===== src/rtl/core/qsfd_pkg.sv =====
`default_nettype none

package qsfd_pkg;

   // Most results a single input word can cause
   localparam int NUM_SLOTS = 4;
   localparam int SLOT_W    = $clog2(NUM_SLOTS);
   localparam int COUNT_W   = $clog2(NUM_SLOTS + 1);

   // Result kinds
   localparam logic KIND_DATA     = 1'b0;
   localparam logic KIND_PAIR_END = 1'b1;

   typedef struct packed {
      logic [7:0] out_byte;
      logic       in_value;
      logic       kind;
   } result_type;

   // All results caused by one input word; last_index = result count - 1
   typedef struct packed {
      logic [SLOT_W-1:0]               last_index;
      result_type [NUM_SLOTS-1:0]      slot;
   } bundle_type;

   // A bundle together with its qualifier, as it moves between stages
   typedef struct packed {
      logic       valid;
      bundle_type bundle;
   } bundle_msg_type;

endpackage : qsfd_pkg

`default_nettype wire


===== src/rtl/core/qsfd_front.sv =====
`default_nettype none

module qsfd_front
   import qsfd_pkg::*;
(
   input  wire logic        clock,
   input  wire logic        reset,
   input  wire logic        accept,
   input  wire logic [7:0]  in_byte,
   input  wire logic        end_of_string,
   output bundle_msg_type   push_msg
);

   localparam logic [1:0] ESC_NONE = 2'd0;
   localparam logic [1:0] ESC_PCT  = 2'd1;
   localparam logic [1:0] ESC_HEX  = 2'd2;

   localparam logic [7:0] CHAR_PLUS    = 8'h2B;
   localparam logic [7:0] CHAR_PERCENT = 8'h25;
   localparam logic [7:0] CHAR_AMP     = 8'h26;
   localparam logic [7:0] CHAR_EQUAL   = 8'h3D;
   localparam logic [7:0] CHAR_SPACE   = 8'h20;
   localparam logic [7:0] CHAR_ZERO    = 8'h30;
   localparam logic [7:0] CHAR_NINE    = 8'h39;
   localparam logic [7:0] CHAR_LOW_A   = 8'h61;
   localparam logic [7:0] CHAR_LOW_F   = 8'h66;
   localparam logic [7:0] CHAR_UP_A    = 8'h41;
   localparam logic [7:0] CHAR_UP_F    = 8'h46;

   localparam int          DIGIT_A_VALUE = 10;
   localparam int          NIBBLE_SHIFT  = 4;
   localparam logic [4:0]  NO_HEX        = 5'd16;

   typedef struct packed {
      logic [1:0] stage;
      logic [7:0] held;
      logic       value_side;
      logic       pair_open;
   } dec_state_type;

   typedef struct packed {
      logic [COUNT_W-1:0]          count;
      result_type [NUM_SLOTS-1:0]  slot;
   } work_type;

   typedef struct packed {
      dec_state_type st;
      work_type      w;
   } step_type;

   function automatic logic [4:0] hex_of(input logic [7:0] c);
      logic [4:0] r;
      r = NO_HEX;
      if (c inside {[CHAR_ZERO:CHAR_NINE]}) begin
         r = 5'(c - CHAR_ZERO);
      end else if (c inside {[CHAR_LOW_A:CHAR_LOW_F]}) begin
         r = 5'(c - CHAR_LOW_A + 8'(DIGIT_A_VALUE));
      end else if (c inside {[CHAR_UP_A:CHAR_UP_F]}) begin
         r = 5'(c - CHAR_UP_A + 8'(DIGIT_A_VALUE));
      end
      return r;
   endfunction

   function automatic step_type put(input step_type s, input logic [7:0] b,
                                    input logic v, input logic k);
      step_type r;
      r = s;
      if (s.w.count < COUNT_W'(NUM_SLOTS)) begin
         r.w.slot[s.w.count[SLOT_W-1:0]].out_byte = b;
         r.w.slot[s.w.count[SLOT_W-1:0]].in_value = v;
         r.w.slot[s.w.count[SLOT_W-1:0]].kind     = k;
         r.w.count = s.w.count + COUNT_W'(1);
      end
      return r;
   endfunction

   // Emit a pending escape as literal bytes and drop it
   function automatic step_type flush_escape(input step_type s);
      step_type r;
      r = s;
      if (s.st.stage inside {ESC_PCT, ESC_HEX}) begin
         r = put(r, CHAR_PERCENT, s.st.value_side, KIND_DATA);
         if (s.st.stage == ESC_HEX) begin
            r = put(r, s.st.held, s.st.value_side, KIND_DATA);
         end
      end
      r.st.stage = ESC_NONE;
      r.st.held  = '0;
      return r;
   endfunction

   function automatic step_type close_pair(input step_type s);
      step_type r;
      r = flush_escape(s);
      if (r.st.pair_open) begin
         r = put(r, 8'h00, r.st.value_side, KIND_PAIR_END);
      end
      r.st.pair_open  = 1'b0;
      r.st.value_side = 1'b0;
      return r;
   endfunction

   function automatic step_type plain_byte(input step_type s, input logic [7:0] c);
      step_type r;
      r = s;
      if (c == CHAR_AMP) begin
         r = close_pair(r);
      end else begin
         r.st.pair_open = 1'b1;
         if (c == CHAR_EQUAL && !r.st.value_side) begin
            r.st.value_side = 1'b1;
         end else if (c == CHAR_PLUS) begin
            r = put(r, CHAR_SPACE, r.st.value_side, KIND_DATA);
         end else if (c == CHAR_PERCENT) begin
            r.st.stage = ESC_PCT;
            r.st.held  = '0;
         end else begin
            r = put(r, c, r.st.value_side, KIND_DATA);
         end
      end
      return r;
   endfunction

   dec_state_type state_ff;
   dec_state_type state_in;
   step_type      step;
   logic [4:0]    cur_nib;
   logic [4:0]    held_nib;
   logic [7:0]    decoded;
   logic          do_plain;

   always_comb begin
      cur_nib  = hex_of(in_byte);
      held_nib = hex_of(state_ff.held);
      decoded  = (8'(held_nib[3:0]) << NIBBLE_SHIFT) | {4'd0, cur_nib[3:0]};
      step     = '0;
      step.st  = state_ff;
      do_plain = 1'b0;
      case (state_ff.stage)
         ESC_PCT: begin
            if (cur_nib != NO_HEX) begin
               step.st.stage = ESC_HEX;
               step.st.held  = in_byte;
            end else begin
               step     = flush_escape(step);
               do_plain = 1'b1;
            end
         end
         ESC_HEX: begin
            if (cur_nib != NO_HEX) begin
               step          = put(step, decoded, state_ff.value_side, KIND_DATA);
               step.st.stage = ESC_NONE;
               step.st.held  = '0;
            end else begin
               step     = flush_escape(step);
               do_plain = 1'b1;
            end
         end
         default: begin
            step.st.stage = ESC_NONE;
            do_plain      = 1'b1;
         end
      endcase
      if (do_plain) begin
         step = plain_byte(step, in_byte);
      end
      if (end_of_string) begin
         step    = close_pair(step);
         step.st = '0;
      end
      state_in = step.st;
   end

   always_ff @(posedge clock) begin
      if (reset) begin
         state_ff <= '0;
      end else if (accept) begin
         state_ff <= state_in;
      end
   end

   // Push a bundle only when the word caused at least one result
   always_comb begin
      push_msg.valid             = accept && (step.w.count != '0);
      push_msg.bundle.slot       = step.w.slot;
      push_msg.bundle.last_index = SLOT_W'(step.w.count - COUNT_W'(1));
   end

endmodule : qsfd_front

`default_nettype wire


===== src/rtl/core/qsfd_queue.sv =====
`default_nettype none

module qsfd_queue
   import qsfd_pkg::*;
#(
   parameter int DEPTH = 4
)
(
   input  wire logic           clock,
   input  wire logic           reset,
   input  wire bundle_msg_type push_msg,
   input  wire logic           pop,
   output logic                full,
   output bundle_msg_type      head_msg
);

   localparam int PTR_W = (DEPTH > 1) ? $clog2(DEPTH) : 1;
   localparam int CNT_W = $clog2(DEPTH + 1);

   bundle_type           mem [DEPTH];
   logic [PTR_W-1:0]     wr_ptr_ff;
   logic [PTR_W-1:0]     rd_ptr_ff;
   logic [CNT_W-1:0]     count_ff;
   logic [PTR_W-1:0]     wr_ptr_in;
   logic [PTR_W-1:0]     rd_ptr_in;
   logic [CNT_W-1:0]     count_in;
   logic                 do_push;
   logic                 do_pop;

   assign full     = (count_ff == CNT_W'(DEPTH));
   assign do_push  = push_msg.valid && !full;
   assign do_pop   = pop && (count_ff != '0);

   assign head_msg.valid  = (count_ff != '0);
   assign head_msg.bundle = mem[rd_ptr_ff];

   always_comb begin
      wr_ptr_in = wr_ptr_ff;
      rd_ptr_in = rd_ptr_ff;
      count_in  = count_ff;
      if (do_push) begin
         wr_ptr_in = (wr_ptr_ff == PTR_W'(DEPTH - 1)) ? '0 : wr_ptr_ff + PTR_W'(1);
      end
      if (do_pop) begin
         rd_ptr_in = (rd_ptr_ff == PTR_W'(DEPTH - 1)) ? '0 : rd_ptr_ff + PTR_W'(1);
      end
      if (do_push && !do_pop) begin
         count_in = count_ff + CNT_W'(1);
      end else if (!do_push && do_pop) begin
         count_in = count_ff - CNT_W'(1);
      end
   end

   always_ff @(posedge clock) begin
      if (do_push) begin
         mem[wr_ptr_ff] <= push_msg.bundle;
      end
   end

   always_ff @(posedge clock) begin
      if (reset) begin
         wr_ptr_ff <= '0;
         rd_ptr_ff <= '0;
         count_ff  <= '0;
      end else begin
         wr_ptr_ff <= wr_ptr_in;
         rd_ptr_ff <= rd_ptr_in;
         count_ff  <= count_in;
      end
   end

endmodule : qsfd_queue

`default_nettype wire


===== src/rtl/core/qsfd_back.sv =====
`default_nettype none

module qsfd_back
   import qsfd_pkg::*;
(
   input  wire logic           clock,
   input  wire logic           reset,
   input  wire bundle_msg_type head_msg,
   output logic                head_pop,
   output logic                rsp_empty,
   input  wire logic           rsp_pop,
   output logic [7:0]          rsp_out_byte,
   output logic                rsp_in_value,
   output logic                rsp_kind,
   output logic                rsp_run_last
);

   logic [SLOT_W-1:0] sub_ff;
   logic [SLOT_W-1:0] sub_in;
   logic              out_valid_ff;
   logic              out_valid_in;
   result_type        out_ff;
   logic              out_last_ff;
   logic              load;
   logic              at_last;

   // Refill the output register when it is free or being drained
   assign load    = head_msg.valid && (!out_valid_ff || rsp_pop);
   assign at_last = (sub_ff == head_msg.bundle.last_index);
   assign head_pop = load && at_last;

   always_comb begin
      sub_in       = sub_ff;
      out_valid_in = out_valid_ff;
      if (load) begin
         out_valid_in = 1'b1;
         sub_in       = at_last ? '0 : sub_ff + SLOT_W'(1);
      end else if (rsp_pop) begin
         out_valid_in = 1'b0;
      end
   end

   always_ff @(posedge clock) begin
      if (reset) begin
         sub_ff       <= '0;
         out_valid_ff <= 1'b0;
      end else begin
         sub_ff       <= sub_in;
         out_valid_ff <= out_valid_in;
      end
   end

   always_ff @(posedge clock) begin
      if (load) begin
         out_ff      <= head_msg.bundle.slot[sub_ff];
         out_last_ff <= at_last;
      end
   end

   assign rsp_empty    = !out_valid_ff;
   assign rsp_out_byte = out_ff.out_byte;
   assign rsp_in_value = out_ff.in_value;
   assign rsp_kind     = out_ff.kind;
   assign rsp_run_last = out_last_ff;

endmodule : qsfd_back

`default_nettype wire


===== src/rtl/core/query_string_form_decoder.sv =====
// Query string (form-urlencoded) decoder.
// Input queue port: drive req_in_byte / req_end_of_string and raise req_push; a word is
// taken on each clock edge with req_push high and req_full low. One raw byte per word,
// req_end_of_string on the final byte of a string.
// Result queue port: while rsp_empty is low the oldest result sits on rsp_*; it is taken
// on an edge with rsp_pop high. Each result is a decoded key/value byte or a pair-end
// marker; rsp_run_last flags the last result caused by one input byte.
// With nothing queued ahead, a result reaches rsp_* via the bundle queue write at the edge
// that takes its input word, then the output register load.
// Throughput: one input word per cycle while each byte yields at most one result and the
// receiver keeps rsp_pop high. A byte that yields several results (escape flushes, pair end
// at '&' or end of string, up to four) has them handed out one at a time; the bundle queue of
// QUEUE_DEPTH entries between the decode front and the output serializer absorbs that, and
// req_full rises only once it fills. A receiver that holds rsp_pop low keeps the current
// result stable; the queue then fills and req_full stalls the sender.
// Reset (synchronous, active high) drops all queued results and returns the decoder to
// the start of a new string, in the key, with no escape pending.
`default_nettype none

module query_string_form_decoder
   import qsfd_pkg::*;
#(
   parameter int QUEUE_DEPTH = 4
)
(
   input  wire logic       clock,
   input  wire logic       reset,
   input  wire logic       req_push,
   output logic            req_full,
   input  wire logic [7:0] req_in_byte,
   input  wire logic       req_end_of_string,
   output logic            rsp_empty,
   input  wire logic       rsp_pop,
   output logic [7:0]      rsp_out_byte,
   output logic            rsp_in_value,
   output logic            rsp_kind,
   output logic            rsp_run_last
);

   bundle_msg_type push_msg;
   bundle_msg_type head_msg;
   logic           head_pop;
   logic           accept;

   // Take a word only when the bundle queue has room for whatever it may cause
   assign accept = req_push && !req_full;

   // Front: track escape / key-value / pair state, build the result bundle
   qsfd_front u_front (
      .clock         (clock),
      .reset         (reset),
      .accept        (accept),
      .in_byte       (req_in_byte),
      .end_of_string (req_end_of_string),
      .push_msg      (push_msg)
   );

   // Decouple decode from output draining
   qsfd_queue #(
      .DEPTH (QUEUE_DEPTH)
   ) u_queue (
      .clock    (clock),
      .reset    (reset),
      .push_msg (push_msg),
      .pop      (head_pop),
      .full     (req_full),
      .head_msg (head_msg)
   );

   // Back: hand out the bundle one result per cycle, while rsp_pop drains it, through the output register
   qsfd_back u_back (
      .clock        (clock),
      .reset        (reset),
      .head_msg     (head_msg),
      .head_pop     (head_pop),
      .rsp_empty    (rsp_empty),
      .rsp_pop      (rsp_pop),
      .rsp_out_byte (rsp_out_byte),
      .rsp_in_value (rsp_in_value),
      .rsp_kind     (rsp_kind),
      .rsp_run_last (rsp_run_last)
   );

endmodule : query_string_form_decoder

`default_nettype wire

===== config.mk =====
export PLATFORM = sky130hd
export DESIGN_NAME = query_string_form_decoder
export DESIGN_NICKNAME = d
export VERILOG_FILES = /design/src/rtl/core/qsfd_pkg.sv /design/src/rtl/core/qsfd_front.sv /design/src/rtl/core/qsfd_queue.sv /design/src/rtl/core/qsfd_back.sv /design/src/rtl/core/query_string_form_decoder.sv
export SDC_FILE = /design/constraint.sdc
export NUM_CORES = 1
export LEC_CHECK = 0
export BUFFER_PORTS_ARGS = -buffer_cell sky130_fd_sc_hd__buf_2
export CAP_MARGIN = 20
export CORE_MARGIN = 3
export CORE_UTILIZATION = 55
export CTS_CLUSTER_SIZE = 40
export DETAILED_ROUTE_END_ITERATION = 10
export GPL_TIMING_DRIVEN = 0
export PLACE_DENSITY = 0.72
export SKIP_CTS_REPAIR_TIMING = 1
export SYNTH_ARGS = -nofsm -noshare
export SYNTH_HDL_FRONTEND = slang
export SYNTH_SLANG_ARGS = --single-unit

===== constraint.sdc =====
create_clock -name clock -period 12.72 [get_ports clock]
set_input_delay 3.816 -clock clock [delete_from_list [all_inputs] [get_ports clock]]
set_output_delay 3.816 -clock clock [all_outputs]
set_load 0.02 [all_outputs]

==> impl_results.md <==
- Post-Route Skew: around 0.018 ns
- Overflow after GRT: 0
- Distinct cells, synth: 79
- HP Start: u_back.out_valid_ff
- WP buf/inv: 8
- Commonest non-fill, non-tap cell in the layout: edfxtp_1
- First-pass GRT wire length: 46.4 mm
- Syn nets: around 830
- WHS Path Cells: 2
- Antenna diodes: 0
- Pwr dens: 159 nW/um2
- Total of warnings raised by yosys: 0
- I/O Buffers: 22
- Depth of the worst register-to-register path: 31
- Setup tns final: 0 ns
- Dpl ws: 1.17 ns
- Top cell by count, worst path: ha_1
- CP endpoint kind: flop
- Slowest cell on the critical path: or4_4
- Initial Util: 0.570
- Hold Path End: u_back.out_valid_ff
- Vias in the first global route: around 7300
- Fmax: 89.9 MHz
- Post-synthesis cell area: between 10000 and 15000 um2
- Area of the core: ~18000 um2
- Nets: 880
- Row Count: 49
- Top cell family by delay on the critical path: adder cells
- Kind of critical path: input port to flop
- Worst EP required: about 13 ns
- Crit-path max cell delay: between 0.5 and 0.6 ns
- Number of synthesized flops with an enable pin: roughly 180
- LEAKAGE: 3.94 nW
- Final setup viols: 0
- Most frequent cells in the layout: edfxtp_1 (179), nand2_1 (64), mux4_2 (52)
- Crit Path Max Fanout: 10
- Status: completed
- Cts bufs inserted: 21
- Setup ws final: ~1.6 ns
- DR WL/cell: 29.1 um
- Max_cap viols: 0
- Fin area: 11600 um2
- Register area share after synthesis: 0.563
- Period utilisation layout: 0.875
- Residual DRC: 0
- Placed instance area: 10900 um2
- R2r setup slk: roughly 5.1 ns
- Mapped Cells: about 780
- Vias: about 7400
- RSZ-0062 raised after global routing: false
- Crit path DAT: 11.54 ns
- Die width: around 140 um
- Final Hold Fails: 0
- Mean Syn Cell Area: 13.4 um2
- Area growth syn-to-layout: 11.9%
- Slew @ Worst Pin: ~1 ns
- Tmin final: between 10 and 15 ns
- Largest net degree at the start of global routing: 28
- Clock root buffer: clkbuf_16
- Tightest Hold Check Type: flop to flop
- Asr flop ratio synth: 0
- Grt met1 use: 0.423
- Max Buffers Root-to-Sink: 3
- Die height: 144 um
- Met2 Use GR: 0.506
- Setup crit start kind: input port
- Post-route ant nets: 0
- DP Wirelength: ~22 mm
- Critical R2R Capture: u_queue.count_ff[2]
- Via density: between 6 and 7
- Clock slew at reported path FFs: approximately 0.06 ns
- Ys flop type: edfxtp_1
- Worst skew pair latency: ~0.50 ns
- Yosys top cell area share: 0.516
- Routability Congestion: between 1 and 1.5
- Flop and latch count out of synthesis: between 200 and 250
- Final wirelength: approximately 31 mm
- Reg-to-reg startpoint: u_front.state_ff[10]
- TritonCTS clock tree: built
- Worst VDD drop: roughly 0.00012 V
- H-tree levels: 1
- All-Layer GR Usage: 0.305
- GRT busiest layer: met2
- First-pass DRT Iterations: 6
- Initial DRC count: just over 800
- Most area-hungry cell type in the Yosys netlist: edfxtp_1
- Proportion of layout cells with a drive suffix above 1: 0.184
- Critical Path Source: req_in_byte[1]
- I/O pin total: 26
- Worst rel slew slack: 0.324
- Initial antenna violation count: 0
- Top post-synthesis cells by area: edfxtp_1 (52%), mux4_2 (11%), dfxtp_1 (4.6%), ha_1 (4.2%), nand2_1 (2.3%)
- Full die area: approximately 21000 um2
- Pins Over Slew Limit: 0
- Clk sinks: between 200 and 250
- GRT met3 Usage: 0.0439
[registers in the layout, summed over array words and instances, names as in the netlist, 2 cells and up, named ones only]
name                 flops
u_queue.rd_ptr_ff        2
u_front.state_ff        12
u_queue.count_ff         3
u_queue.mem            168
u_back.rsp_out_byte      8
u_queue.wr_ptr_ff        2
u_back.sub_ff            2
[power breakdown]
part / internal (mW) / switching (mW)
Combinational: 0.181 / 0.220
Sequential: 0.806 / 0.0261
Clock: 0.381 / 0.239
Total: 1.37 / 0.486
[layout make-up]
| cell class | count | area, um2 |
|---|---|---|
| clock buffer | 24 | 537 |
| buffer | 48 | 214 |
| sequential | 203 | 5860 |
| timing repair buffer | 30 | 254 |
| tap | 229 | 287 |
| fill | 1368 | 6620 |
| multi-input combinational | 501 | 4250 |
| clock inverter | 10 | 150 |
| inverter | 26 | 97.6 |
[per-layer routing]
| metal | wire length (um) | part of all wire |
|---|---|---|
| met1 | 12500 | 0.40 |
| met2 | 15100 | 0.48 |
| met3 | 2500 | 0.080 |
| met4 | 1020 | 0.033 |
| met5 | 0 | 0 |
[cells in the mapped netlist, drive strengths merged (5+ instances only)]
library cell and count:
edfxtp 179, nand2 65, mux4 52, a21oi 45, nor2 42, ha 35
clkbuf 33, o21ai 31, nand3 27, inv 25, dfxtp 24, buf 15
a22oi 14, a32o 14, nor3 12, a31oi 11, a32oi 11, and2 10
mux2i 10, and3 9, xor2 8, a21o 6, a31o 6, nand2b 6
xnor2 6, nor3b 5, nor4 5, o21bai 5, o22ai 5
[worst register-to-register path: cells and delay by family (launching register included)]
family	cells	cell delay, ns
compound gates	7	1.67
xor+xnor	3	0.55
fa+ha+maj	6	1.85
buf+inv	7	1.47
flops	1	0.36
mux	1	0.38
simple gates	7	1.22
[kinds of logic after synthesis]
kind of cell | count (synthesis) | synth area share
buffers and inverters | 74 | 0.0299
XOR/XNOR | 14 | 0.0136
flip-flops | 203 | 0.563
AND/OR/NAND/NOR | 204 | 0.102
adder cells (fa/ha/maj) | 36 | 0.0440
multiplexers | 64 | 0.124
AO/OA/AOI/OAI | 183 | 0.124
[metrics by stage]
stage	hold slack [ns]	power (mW)	util	std cells
CTS	0.482	1.85	0.636	1069
finish	0.480	1.85	0.637	1071
detailed placement	0.475	1.24	0.598	1035
global route	0.518	1.92	0.637	1071
global placement	0.455	1.21	0.591	1029
floorplan	0.445	1.11	-	778
[worst max path at each step]
stage | end | slack [ns] | depth (start not counted)
2_1_floorplan | u_queue.mem[3][0] | 2.56 | 28
6_report | u_queue.count_ff[2] | 1.59 | 34
5_1_grt | u_queue.count_ff[2] | 0.93 | 36
4_1_cts | u_queue.count_ff[2] | 1.67 | 34
3_3_place_gp | u_queue.mem[0][16] | 0.55 | 29
3_5_place_dp | u_queue.count_ff[2] | 1.17 | 34
Note: power is estimated with default switching activity, not from simulation.
